==> src/design/hpq_pkg.sv <==
// Shared types and constants for the min-heap priority queue.
package hpq_pkg;

	localparam int CNT_W         = 7;
	localparam int CNT_MAX       = (1 << CNT_W) - 1;
	localparam int DEPTH_DEF     = 64;
	localparam int KEY_WIDTH_DEF = 32;

	localparam logic OP_INSERT  = 1'b0;
	localparam logic OP_EXTRACT = 1'b1;

	typedef enum logic [1:0] {
		STATUS_OK    = 2'd0,
		STATUS_FULL  = 2'd1,
		STATUS_EMPTY = 2'd2
	} status_t;

	typedef enum logic [2:0] {
		S_IDLE,
		S_UP,
		S_FINAL,
		S_EXT,
		S_DOWN,
		S_RESULT
	} hpq_state_t;

	typedef struct packed {
		status_t           status;
		logic [CNT_W-1:0]  count;
	} hpq_res_t;

endpackage

==> src/design/hpq_mem.sv <==
// Heap key storage: one write port, two registered read ports.
module hpq_mem import hpq_pkg::*; #(
	parameter int DEPTH     = DEPTH_DEF,
	parameter int KEY_WIDTH = KEY_WIDTH_DEF,
	localparam int AW       = (DEPTH > 1) ? $clog2(DEPTH) : 1
) (
	input  logic                 clk,
	input  logic                 we,
	input  logic [AW-1:0]        waddr,
	input  logic [KEY_WIDTH-1:0] wdata,
	input  logic [AW-1:0]        raddr0,
	input  logic [AW-1:0]        raddr1,
	output logic [KEY_WIDTH-1:0] rdata0,
	output logic [KEY_WIDTH-1:0] rdata1
);

	logic [KEY_WIDTH-1:0] mem [DEPTH];

	always_ff @(posedge clk) begin
		if (we) begin
			mem[waddr] <= wdata;
		end
		rdata0 <= mem[raddr0];
		rdata1 <= mem[raddr1];
	end

endmodule

==> src/design/hpq_ctrl.sv <==
// Heap sequencer: insert sift-up and extract sift-down over the key memory.
module hpq_ctrl import hpq_pkg::*; #(
	parameter int DEPTH     = DEPTH_DEF,
	parameter int KEY_WIDTH = KEY_WIDTH_DEF,
	localparam int AW       = (DEPTH > 1) ? $clog2(DEPTH) : 1
) (
	input  logic                        clk,
	input  logic                        arst_n,
	input  logic                        in_valid,
	output logic                        in_ready,
	input  logic                        in_op,
	input  logic signed [KEY_WIDTH-1:0] in_key,
	input  logic [CNT_W-1:0]            limit,
	input  logic                        res_free,
	output logic                        res_push,
	output logic [KEY_WIDTH-1:0]        res_key,
	output hpq_res_t                    res_info,
	output logic                        mem_we,
	output logic [AW-1:0]               mem_waddr,
	output logic [KEY_WIDTH-1:0]        mem_wdata,
	output logic [AW-1:0]               mem_raddr0,
	output logic [AW-1:0]               mem_raddr1,
	input  logic [KEY_WIDTH-1:0]        mem_rdata0,
	input  logic [KEY_WIDTH-1:0]        mem_rdata1
);

	// position width: covers both children of any held entry
	localparam int IW = ((AW > CNT_W) ? AW : CNT_W) + 1;
	localparam logic [KEY_WIDTH-1:0] KEY_MAX = {1'b0, {(KEY_WIDTH-1){1'b1}}};

	hpq_state_t state_q, state_d;

	logic [CNT_W-1:0]            cnt_q;
	logic signed [KEY_WIDTH-1:0] key_q;
	logic [IW-1:0]               pos_q;
	logic [KEY_WIDTH-1:0]        res_key_q;
	status_t                     res_status_q;

	logic signed [KEY_WIDTH-1:0] rd0, rd1, best_v, dn_v;
	logic [IW-1:0] cnt_ext, cnt_m1, ins_par, pos_m1, par_pos, pp_m1, par_par;
	logic [IW-1:0] lc, rc, dn_idx, dn_lc, dn_rc;
	logic          up_gt, sel_l, sel_r, dn_move, full, empty, accept;

	always_comb begin
		rd0     = $signed(mem_rdata0);
		rd1     = $signed(mem_rdata1);
		cnt_ext = IW'(cnt_q);
		cnt_m1  = cnt_ext - 1'b1;
		ins_par = cnt_m1 >> 1;
		pos_m1  = pos_q - 1'b1;
		par_pos = pos_m1 >> 1;
		pp_m1   = par_pos - 1'b1;
		par_par = pp_m1 >> 1;
		up_gt   = rd0 > key_q;
		lc      = {pos_q[IW-2:0], 1'b1};
		rc      = lc + 1'b1;
		sel_l   = (lc < cnt_ext) && (rd0 < key_q);
		best_v  = sel_l ? rd0 : key_q;
		sel_r   = (rc < cnt_ext) && (rd1 < best_v);
		dn_move = sel_l | sel_r;
		dn_idx  = sel_r ? rc : lc;
		dn_v    = sel_r ? rd1 : rd0;
		dn_lc   = {dn_idx[IW-2:0], 1'b1};
		dn_rc   = dn_lc + 1'b1;
		full    = cnt_q >= limit;
		empty   = cnt_q == '0;
		accept  = in_valid && (state_q == S_IDLE);
	end

	// next state
	always_comb begin
		state_d = state_q;
		case (state_q)
			S_IDLE: begin
				if (accept) begin
					if (in_op == OP_INSERT) begin
						state_d = (full || empty) ? S_RESULT : S_UP;
					end else begin
						state_d = empty ? S_RESULT : S_EXT;
					end
				end
			end
			S_EXT:    state_d = empty ? S_RESULT : S_DOWN;
			S_UP: begin
				if (!up_gt) begin
					state_d = S_RESULT;
				end else if (par_pos == '0) begin
					state_d = S_FINAL;
				end
			end
			S_FINAL:  state_d = S_RESULT;
			S_DOWN:   state_d = dn_move ? S_DOWN : S_RESULT;
			S_RESULT: state_d = res_free ? S_IDLE : S_RESULT;
			default:  state_d = S_IDLE;
		endcase
	end

	// memory requests and result handoff
	always_comb begin
		mem_we     = 1'b0;
		mem_waddr  = pos_q[AW-1:0];
		mem_wdata  = key_q;
		mem_raddr0 = '0;
		mem_raddr1 = '0;
		res_push   = 1'b0;
		case (state_q)
			S_IDLE: begin
				if (in_op == OP_INSERT) begin
					mem_raddr0 = ins_par[AW-1:0];
				end
				mem_raddr1 = cnt_m1[AW-1:0];
				mem_waddr  = '0;
				mem_wdata  = in_key;
				mem_we     = accept && (in_op == OP_INSERT) && !full && empty;
			end
			S_EXT: begin
				mem_raddr0 = AW'(1);
				mem_raddr1 = AW'(2);
			end
			S_UP: begin
				mem_we     = 1'b1;
				mem_wdata  = up_gt ? rd0 : key_q;
				mem_raddr0 = par_par[AW-1:0];
			end
			S_FINAL: begin
				mem_we = 1'b1;
			end
			S_DOWN: begin
				mem_we     = 1'b1;
				mem_wdata  = dn_move ? dn_v : key_q;
				mem_raddr0 = dn_lc[AW-1:0];
				mem_raddr1 = dn_rc[AW-1:0];
			end
			S_RESULT: begin
				res_push = res_free;
			end
			default: begin
				mem_we = 1'b0;
			end
		endcase
	end

	always_ff @(posedge clk or negedge arst_n) begin
		if (!arst_n) begin
			state_q <= S_IDLE;
			cnt_q   <= '0;
		end else begin
			state_q <= state_d;
			if (accept) begin
				if (in_op == OP_INSERT && !full) begin
					cnt_q <= cnt_q + 1'b1;
				end else if (in_op == OP_EXTRACT && !empty) begin
					cnt_q <= cnt_q - 1'b1;
				end
			end
		end
	end

	always_ff @(posedge clk) begin
		case (state_q)
			S_IDLE: begin
				if (accept) begin
					key_q <= in_key;
					pos_q <= cnt_ext;
					if (in_op == OP_INSERT) begin
						res_key_q    <= '0;
						res_status_q <= full ? STATUS_FULL : STATUS_OK;
					end else begin
						res_key_q    <= KEY_MAX;
						res_status_q <= empty ? STATUS_EMPTY : STATUS_OK;
					end
				end
			end
			S_EXT: begin
				res_key_q <= mem_rdata0;
				key_q     <= rd1;
				pos_q     <= '0;
			end
			S_UP: begin
				if (up_gt) begin
					pos_q <= par_pos;
				end
			end
			S_DOWN: begin
				if (dn_move) begin
					pos_q <= dn_idx;
				end
			end
			default: begin
				pos_q <= pos_q;
			end
		endcase
	end

	assign in_ready        = state_q == S_IDLE;
	assign res_key         = res_key_q;
	assign res_info.status = res_status_q;
	assign res_info.count  = cnt_q;

`ifndef SYNTHESIS
	a_cnt_bound: assert property (@(posedge clk) disable iff (!arst_n)
		IW'(cnt_q) <= IW'(DEPTH))
		else $error("entry count above depth");
	a_pos_held: assert property (@(posedge clk) disable iff (!arst_n)
		(state_q == S_UP || state_q == S_DOWN || state_q == S_FINAL) |-> pos_q < cnt_ext)
		else $error("sift position outside held entries");
	a_up_nonroot: assert property (@(posedge clk) disable iff (!arst_n)
		state_q == S_UP |-> pos_q != '0)
		else $error("sift-up at root");
	a_accept_busy: assert property (@(posedge clk) disable iff (!arst_n)
		accept |=> state_q != S_IDLE)
		else $error("transfer accepted without starting work");
	a_push_idle: assert property (@(posedge clk) disable iff (!arst_n)
		res_push |=> state_q == S_IDLE)
		else $error("result pushed without returning idle");
`endif

endmodule

==> src/design/min_heap_priority_queue.sv <==
// Min-heap priority queue top level: config register, output register, core.
//
// Input stream (s_axis_*): tuser is the opcode (0 insert, 1 extract minimum),
// tdata carries the signed key for an insert. Output stream (m_axis_*): one
// result per input transfer, in order; tdata holds the key (minimum extracted,
// largest key on an empty heap, zero for insert) and the count after the
// operation; tuser holds the status (0 ok, 1 insert dropped full, 2 empty).
// Config channel (cfg_*): the capacity limit, to be written by the user only
// while idle; the block itself does not enforce this. Keys live in a
// dual-read, single-write memory with registered reads; the sequencer walks
// one heap level per cycle, so the result comes soonest for a dropped insert,
// an empty extract or an insert into an empty heap, and latest for a sift
// across all levels, set by the one-read-per-level memory loop. One item is
// worked at a time; the next is taken once the current result is handed to
// the output register, which holds it while m_axis_tready is low.
// Reset empties the heap and sets the capacity limit to 64; memory contents
// are not cleared, and the first transfer can be taken straight after reset.
module min_heap_priority_queue import hpq_pkg::*; #(
	parameter int DEPTH     = DEPTH_DEF,
	parameter int KEY_WIDTH = KEY_WIDTH_DEF,
	localparam int AW       = (DEPTH > 1) ? $clog2(DEPTH) : 1,
	localparam int IN_DW    = ((KEY_WIDTH + 7) / 8) * 8,
	localparam int OUT_DW   = ((KEY_WIDTH + CNT_W + 7) / 8) * 8
) (
	input  logic              clk,
	input  logic              arst_n,
	input  logic              s_axis_tvalid,
	output logic              s_axis_tready,
	input  logic [IN_DW-1:0]  s_axis_tdata,   // key_in
	input  logic              s_axis_tuser,   // opcode
	output logic              m_axis_tvalid,
	input  logic              m_axis_tready,
	output logic [OUT_DW-1:0] m_axis_tdata,   // key_out, count
	output logic [1:0]        m_axis_tuser,   // status
	input  logic              cfg_valid,
	output logic              cfg_ready,
	input  logic [CNT_W-1:0]  cfg_data        // capacity_limit
);

	localparam int DEPTH_CAP = (DEPTH > CNT_MAX) ? CNT_MAX : DEPTH;
	localparam logic [CNT_W-1:0] CAP_RESET = CNT_W'(DEPTH_DEF);

	logic [CNT_W-1:0]     cap_q, limit;
	logic                 out_valid_q, res_free, res_push;
	logic [KEY_WIDTH-1:0] res_key, out_key_q;
	hpq_res_t             res_info, out_info_q;

	logic                 mem_we;
	logic [AW-1:0]        mem_waddr, mem_raddr0, mem_raddr1;
	logic [KEY_WIDTH-1:0] mem_wdata, mem_rdata0, mem_rdata1;

	assign cfg_ready = 1'b1;
	assign limit     = (cap_q > CNT_W'(DEPTH_CAP)) ? CNT_W'(DEPTH_CAP) : cap_q;
	assign res_free  = !out_valid_q || m_axis_tready;

	always_ff @(posedge clk or negedge arst_n) begin
		if (!arst_n) begin
			cap_q       <= CAP_RESET;
			out_valid_q <= 1'b0;
		end else begin
			if (cfg_valid) begin
				cap_q <= cfg_data;
			end
			if (res_push) begin
				out_valid_q <= 1'b1;
			end else if (m_axis_tready) begin
				out_valid_q <= 1'b0;
			end
		end
	end

	always_ff @(posedge clk) begin
		if (res_push) begin
			out_key_q  <= res_key;
			out_info_q <= res_info;
		end
	end

	always_comb begin
		m_axis_tdata                       = '0;
		m_axis_tdata[KEY_WIDTH-1:0]        = out_key_q;
		m_axis_tdata[KEY_WIDTH +: CNT_W]   = out_info_q.count;
	end

	assign m_axis_tvalid = out_valid_q;
	assign m_axis_tuser  = out_info_q.status;

	hpq_ctrl #(
		.DEPTH     (DEPTH),
		.KEY_WIDTH (KEY_WIDTH)
	) u_ctrl (
		.clk        (clk),
		.arst_n     (arst_n),
		.in_valid   (s_axis_tvalid),
		.in_ready   (s_axis_tready),
		.in_op      (s_axis_tuser),
		.in_key     ($signed(s_axis_tdata[KEY_WIDTH-1:0])),
		.limit      (limit),
		.res_free   (res_free),
		.res_push   (res_push),
		.res_key    (res_key),
		.res_info   (res_info),
		.mem_we     (mem_we),
		.mem_waddr  (mem_waddr),
		.mem_wdata  (mem_wdata),
		.mem_raddr0 (mem_raddr0),
		.mem_raddr1 (mem_raddr1),
		.mem_rdata0 (mem_rdata0),
		.mem_rdata1 (mem_rdata1)
	);

	hpq_mem #(
		.DEPTH     (DEPTH),
		.KEY_WIDTH (KEY_WIDTH)
	) u_mem (
		.clk    (clk),
		.we     (mem_we),
		.waddr  (mem_waddr),
		.wdata  (mem_wdata),
		.raddr0 (mem_raddr0),
		.raddr1 (mem_raddr1),
		.rdata0 (mem_rdata0),
		.rdata1 (mem_rdata1)
	);

endmodule

==> config.mk <==
export PLATFORM = sky130hd
export DESIGN_NAME = min_heap_priority_queue
export DESIGN_NICKNAME = d
export VERILOG_FILES = /design/src/design/hpq_pkg.sv /design/src/design/hpq_mem.sv /design/src/design/hpq_ctrl.sv /design/src/design/min_heap_priority_queue.sv
export SDC_FILE = /design/constraint.sdc
export NUM_CORES = 2
export LEC_CHECK = 0
export BUFFER_PORTS_ARGS = -buffer_cell sky130_fd_sc_hd__buf_4
export CORE_ASPECT_RATIO = 1.25
export CORE_MARGIN = 2
export CORE_UTILIZATION = 55
export DETAILED_ROUTE_END_ITERATION = 10
export PLACE_DENSITY_LB_ADDON = 0.2
export REMOVE_ABC_BUFFERS = 1
export SLEW_MARGIN = 20
export SYNTH_ARGS = -nofsm -noshare
export SYNTH_HDL_FRONTEND = slang
export SYNTH_HIERARCHICAL = 1
export SYNTH_SLANG_ARGS = --single-unit
==> constraint.sdc <==
create_clock -name clk -period 10.1 [get_ports clk]
set_input_delay 1.01 -clock clk [delete_from_list [all_inputs] [get_ports clk]]
set_output_delay 1.01 -clock clk [all_outputs]
set_load 0.01 [all_outputs]
==> Yosys cells after proc, flatten, opt, wreduce, memory -nomap -nowiden <==
Memories as Yosys holds them, arrays and structs flattened. A register that Yosys moved wholly into a read port is not among the register bits.
Index checks and enable logic that the tools add are counted.
{ "word_totals": {"ff_bits": 133, "mem_bits_rw": 2048, "inputBits": 45, "output_inout_bits": 45, "wordCells": 104, "mem_count": 1} }
{ "classes": {"n_addsub": 7, "magnitude_cmp": 7, "eq_ne": 9, "mux": 41, "bitwise": 2, "n_reduce_logical": 26} }
{ "memory_table": {"columns": ["memory", "depth", "width", "rd", "rd_clocked_by_memory_dff", "write_ports", "line", "text"], "rows": [
  ["u_mem.mem", 64, 32, 2, 2, 1, "hpq_mem.sv:17", "logic [KEY_WIDTH-1:0] mem [DEPTH];"]
]} }
{ "op_table": {"columns": ["cell", "count"], "rows": [
  ["two-way mux 32 bit", 6],
  ["case mux 32 bit (2 select lines)", 2],
  ["case mux 32 bit (3 select lines)", 1],
  ["< comparator 32 bit", 2],
  ["> comparator 32 bit", 1],
  ["two-way mux 8 bit", 4],
  ["case mux 8 bit (4 select lines)", 1],
  ["two-way mux 31 bit", 1],
  ["case mux 6 bit (4 select lines)", 1],
  ["two-way mux 3 bit", 7],
  ["two-way mux 7 bit", 3],
  ["subtractor 7 x 1 -> 7 bit (second input constant)", 3],
  ["case mux 3 bit (6 select lines)", 1],
  ["case mux 6 bit (3 select lines)", 1],
  ["< comparator 8 x 7 -> 1 bit", 2],
  ["two-way mux 6 bit", 2],
  ["adder 8 x 1 -> 8 bit (second input constant)", 1],
  ["logical AND 1 bit", 8],
  ["zero test 8 bit", 1],
  ["two-way mux 1 bit", 8],
  ["AND reduction 2 bit", 4],
  ["subtractor 8 x 1 -> 8 bit (second input constant)", 1],
  ["adder 7 x 1 -> 7 bit (second input constant)", 1],
  ["greater-or-equal comparator 7 bit", 1],
  ["19 further kinds", 29]
]} }

==> Logic depth before layout (Yosys ltp) <==
{ "depth": {"word_depth": 9, "ltp_mapped": 33, "mapped_depth_nobuf": 27} }

==> Hierarchy <==
Netlist, hierarchy kept.
{ "by_module_without_submodules": {"columns": ["mod", "instances", "cells_each", "area_each_um2", "seq_area_each_um2"], "rows": [
  ["hpq_mem", 1, 4412, 95660.5, 62780.2],
  ["hpq_ctrl", 1, 918, 7821.3, 2472.4],
  ["min_heap_priority_queue", 1, 70, 1625.3, 1432.6]
]} }

==> Worst setup path before layout <==
Ideal clock, no wire load.
{ "synth_path": {"path_kind": "reg-to-reg", "from": "reg u_ctrl.key_q[31]", "to": "mem u_mem/mem[0][15] (netlist name), data pin", "setup_time_ns": 0.567, "arrival_ns": 6.722, "required_time_ns": 9.533, "slack_ns": 2.811, "stages_incl_launch_ff": 23, "path_buffers": 3, "synth_period_minus_slack_ns": 7.289, "path_cell_list": "edfxtp_1 inv_1 ha_1 nand3_1 or4_1 o21ai_1 o31ai_2 mux2i_4 buf_2 mux2i_1 ha_1 a21o_1 a21o_1 a211oi_1 nor2_1 or4_1 nor4b_1 a2bb2oi_2 nor2_2 buf_2 buf_2 a21oi_1 o221ai_1"} }
{ "synth_between": {"elab_chain_len": 8, "elab_cells_between_ends": 11, "cone_classes": "order compare (3); mux (5); bitwise (1); reduce/logical (2)"} }
{ "synth_rtl": {"columns": ["item", "line", "text"], "rows": [
  ["start: declaration", "hpq_ctrl.sv:34", "logic signed [KEY_WIDTH-1:0] key_q;"],
  ["start signal: assignment", "hpq_ctrl.sv:163", "key_q <= in_key;"],
  ["start signal: assignment", "hpq_ctrl.sv:176", "key_q <= rd1;"],
  ["< comparator 32 bit", "hpq_ctrl.sv:57", "sel_l = (lc < cnt_ext) && (rd0 < key_q);"],
  ["logical AND 1 bit", "hpq_ctrl.sv:57", null],
  ["two-way mux 32 bit", "hpq_ctrl.sv:58", "best_v = sel_l ? rd0 : key_q;"],
  ["< comparator 32 bit", "hpq_ctrl.sv:59", "sel_r = (rc < cnt_ext) && (rd1 < best_v);"],
  ["logical AND 1 bit", "hpq_ctrl.sv:59", null],
  ["two-way mux 32 bit or OR 1 bit (tied branches)", "hpq_ctrl.sv:62, hpq_ctrl.sv:60", null],
  ["two-way mux 32 bit", "hpq_ctrl.sv:130", "mem_wdata = dn_move ? dn_v : key_q;"],
  ["case mux 32 bit (3 select lines) (*)", "hpq_ctrl.sv:106", "case (state_q)"],
  ["named net mem_wdata[15]", "min_heap_priority_queue.sv:50", "logic [KEY_WIDTH-1:0] mem_wdata, mem_rdata0, mem_rdata1;"],
  ["end: declaration", "hpq_mem.sv:17", null]
]} }
The timed path passes the listed nets; every way through them passes the cells marked *.

==> Worst setup path in the final report <==
{ "layout_path": {"from": "reg u_mem.rdata0[25] (read register of u_mem.mem)", "to": "reg u_mem.rdata0[5] (read register of u_mem.mem)"} }
{ "layout_between": {"elab_chain_len": 7} }
{ "layout_rtl": {"columns": ["item", "line", "text"], "rows": [
  ["start: declaration", "hpq_mem.sv:13", "output logic [KEY_WIDTH-1:0] rdata0,"],
  ["< comparator 32 bit", "hpq_ctrl.sv:57", null],
  ["logical AND 1 bit", "hpq_ctrl.sv:57", null],
  ["two-way mux 32 bit (*)", "hpq_ctrl.sv:58", null],
  ["< comparator 32 bit (*)", "hpq_ctrl.sv:59", null],
  ["logical AND 1 bit (*)", "hpq_ctrl.sv:59", null],
  ["two-way mux 8 bit (*)", "hpq_ctrl.sv:61", "dn_idx = sel_r ? rc : lc;"],
  ["case mux 6 bit (4 select lines) (*)", "hpq_ctrl.sv:106", null],
  ["named net mem_raddr0[5]", "min_heap_priority_queue.sv:49", "logic [AW-1:0] mem_waddr, mem_raddr0, mem_raddr1;"]
]} }
Marks and branches as above.
A chain may end at the register's enable or synchronous reset.

==> metrics.md <==
| Metric | Value |
|---|---|
| Fin crit period | `9640 ps` |
| Unique masters post-synth | `74` |
| Share of the synthesized area in the top cell type | `0.618` |
| Initial DRC count | `8784` |
| Core Region | `190000 µm²` |
| Synth top area cells | `edfxtp_1 62%, mux4_2 24%, mux2i_1 2.3%` |
| Max-cap viol count | `0` |
| Post-route ant nets | `0` |
| Ys flop type | `edfxtp_1` |
| Worst-skew pair later-pin latency | `880 ps` |
| Initial antenna violation count | `22` |
| Detailed Place HPWL | `190 mm` |
| Total grt overflow | `0` |
| Top cell type by total area after synthesis | `edfxtp_1` |
| CP Capture Type | `register` |
| Post-synth EDFFs | `2163` |
| Ports | `90` |
| DR vias | `60326` |
| Clk sinks | `2245` |
| Count of final hold-check violations | `0` |
| Worst slew margin | `0.197` |
| FP Rows | `179` |
| Maximum buffer depth of the clock tree | `3` |
| Synth warn | `6` |
| Worst EP required | `10790 ps` |
| H-Tree Depth | `4` |
| Die Y | `493 µm` |
| Skew final | `35.5 ps` |
| Critical path arrival | `10340 ps` |
| Final Wtd Congestion | `0.951` |
| Largest net degree at the start of global routing | `101` |
| DP Cell Count | `7833` |
| Crit start category | `register` |
| Crit path max fanout | `48` |
| Fin crit share | `0.955` |
| Vias in the first global route | `60775` |
| Total track usage | `0.331` |
| Final-report setup violation count | `0` |
| Net count, final | `5658` |
| First-pass GRT wire length | `453 mm` |
| Initial Utilization | `0.553` |
| Post-synthesis sequential area ratio | `0.634` |
| Cells after synthesis | `5400` |
| Area Overhead vs Synth | `11.7%` |
| Final WL | `320 mm` |
| Pre-antenna DRT Iters | `6` |
| RSZ-0062 raised after global routing | `false` |
| Max-slew violation count | `0` |
| Mapped Area | `105000 µm²` |
| Outcome | `completed` |
| DR WL/cell | `38.8 µm` |
| Clk root buf | `clkbuf_16` |
| Post-synth ARST share | `0.00802` |
| Syn_area_per_cell | `19.5 µm²` |
| Die W | `395 µm` |
| Fraction of layout cells with a size suffix above 1 | `0.342` |
| Hold WS | `375 ps` |
| Slew @ Worst Pin | `1200 ps` |
| CP Class | `register to register` |
| Fin cells | `8248` |
| Total CTS buffers | `211` |
| CTS tree | `built` |
| HP Class | `primary input to register` |
| DRC Markers | `0` |
| Port Buf Inserts | `87` |
| Yosys reg bits | `2245` |
| CTS clk-pin slew, worst paths | `70 ps` |
| Maximum clock frequency | `104 MHz` |
| Die area | `195000 µm²` |
| Via/cell ratio | `7.31` |
==> what timing repair did <==
item	4_1_cts	5_1_grt
endpoints found under the hold margin	17	0
hold buffers	1	0
setup buffers	0	11
endpoints found under the setup margin	0	2
resized for setup	0	1
==> worst max-delay path: stages, from the launching register on <==
cell	delay, ps
dfxtp_1	690
ha_1	280
nand4_1	150
or4_1	580
o21ai_1	260
o31ai_2	150
mux2i_4	230
buf_12	180
buf_4	150
mux2i_1	250
ha_1	290
a21oi_1	170
nor2b_1	60
o21ai_0	220
a21oi_1	180
or4_1	550
nor4b_1	380
a2bb2oi_2	210
nor2_4	310
a21oi_1	140
a31oi_1	310
o221ai_4	540
buf_4	530
nand3_1	820
o221ai_1	240
a21oi_1	690
o21ai_1	150
o22ai_1	630
==> cell usage after synthesis (7+ instances only) <==
library cell and instances:
inv_1 57, a21oi_1 130, a32oi_1 10, dfxtp_1 64, o211ai_1 34, o32a_1 9
a211oi_1 24, o22ai_1 66, buf_6 12, mux2i_1 246, mux2_2 37, buf_4 58
nand3b_1 10, nand2b_1 14, a22oi_1 92, buf_2 132, mux2_4 7, xnor2_1 15
buf_1 27, xor2_1 14, o21ai_1 60, nor3_1 16, nor2b_1 31, nor2_1 170
a21o_1 42, or3_1 8, dfrtp_1 17, o221ai_1 25, mux4_2 1124, or2_2 7
ha_1 89, o21ai_0 35, nand3_1 27, nand2_1 227, nand4_1 16, clkbuf_1 177
a222oi_1 26, a221oi_1 14, and2_1 14, edfxtp_1 2163
==> sequential cells by signal, indices dropped and copies added (netlist names) <==
register / flops
u_mem/rdata0: 32
m_axis_tuser: 2
m_axis_tvalid: 1
out_key_q: 32
u_ctrl/res_status_q: 2
m_axis_tdata: 7
u_mem/rdata1: 32
u_ctrl/res_key: 32
cap_q: 7
u_ctrl/key_q: 32
u_ctrl/state_q: 3
u_ctrl/pos_q: 8
u_ctrl/cnt_q: 7
u_mem/mem: 2048
==> area by class of cell <==
class / count / area, µm²
Clock buffer: 266 / 5700
Antenna cell: 5 / 12.5
Clock inverter: 132 / 1550
Inverter: 60 / 225
Timing Repair Buffer: 317 / 2800
Multi-Input combinational cell: 2689 / 37300
Fill cell: 13017 / 72700
Tap cell: 2534 / 3170
Sequential cell: 2245 / 66700
==> per-layer routing <==
layer	wire length, µm	track usage	up-vias
met2	149000	0.507	4302
li1	-	-	23410
met1	115000	0.458	31802
met4	15400	0.137	14
met5	98	0	-
met3	40900	0.0844	798
==> layout by cell type, fill, tap and decap left out, types with 15 or more instances in the layout <==
cell type	n
mux4_2	1124
a21o_1	42
ha_1	89
mux2i_1	246
clkbuf_8	15
clkinv_2	41
clkinv_1	37
o211ai_1	34
inv_1	56
clkbuf_16	214
nand3_1	27
o221ai_1	16
a222oi_1	26
nor2b_1	26
edfxtp_1	2163
nor2_4	67
mux2_2	37
a211oi_1	23
o21ai_4	26
a22oi_1	92
nor2_1	101
buf_12	32
clkbuf_1	37
a21oi_1	129
o22ai_1	63
bufinv_16	29
dfxtp_1	64
o21ai_1	35
dfrtp_1	17
xnor2_1	15
buf_4	283
nand4_1	16
nand2_1	224
o21ai_0	34
==> stage by stage <==
stage               worst slack [ps]  utilization  TNS [ps]  cell area (µm²)
floorplan                     -32220            -  -1661080           103000
CTS                             73.0        0.617         0           117000
detailed placement              77.8        0.579         0           110000
global placement                 202        0.579         0           110000
finish                           456        0.618         0           117000
global route                     213        0.618         0           117000
==> cell families after synthesis <==
| family | synth area share |
|---|---|
| DFF | 0.634 |
| and+or+nand+nor | 0.0234 |
| muxes | 0.269 |
| other | 0.0000715 |
| buffers and inverters | 0.0211 |
| xor gates and xnor gates | 0.00242 |
| adders and majority gates | 0.0106 |
| AOI/OAI and AO/OA | 0.0384 |
==> path summary, 6_finish.rpt <==
check	start	endpoint	slack [ps]	cells after the start
setup reg to reg	u_mem/rdata0[25]$_DFF_P_	u_mem/rdata0[5]$_DFF_P_	460	27
setup / recovery	u_mem/rdata0[25]$_DFF_P_	u_mem/rdata0[5]$_DFF_P_	460	27
min in group asynchronous	arst_n	cap_q[1]$_DFFE_PN0P_	560	2
hold / removal	cfg_data[1]	cap_q[1]$_DFFE_PN0P_	370	2
hold reg to reg	u_ctrl/res_key[5]$_DFFE_PP_	out_key_q[5]$_DFFE_PP_	420	0
max in group asynchronous	arst_n	cap_q[6]$_DFFE_PN1P_	9260	2
Power is left out: the tool's default activity adds up to more than one toggle a clock period on the data nets, which glitch-free logic cannot reach.
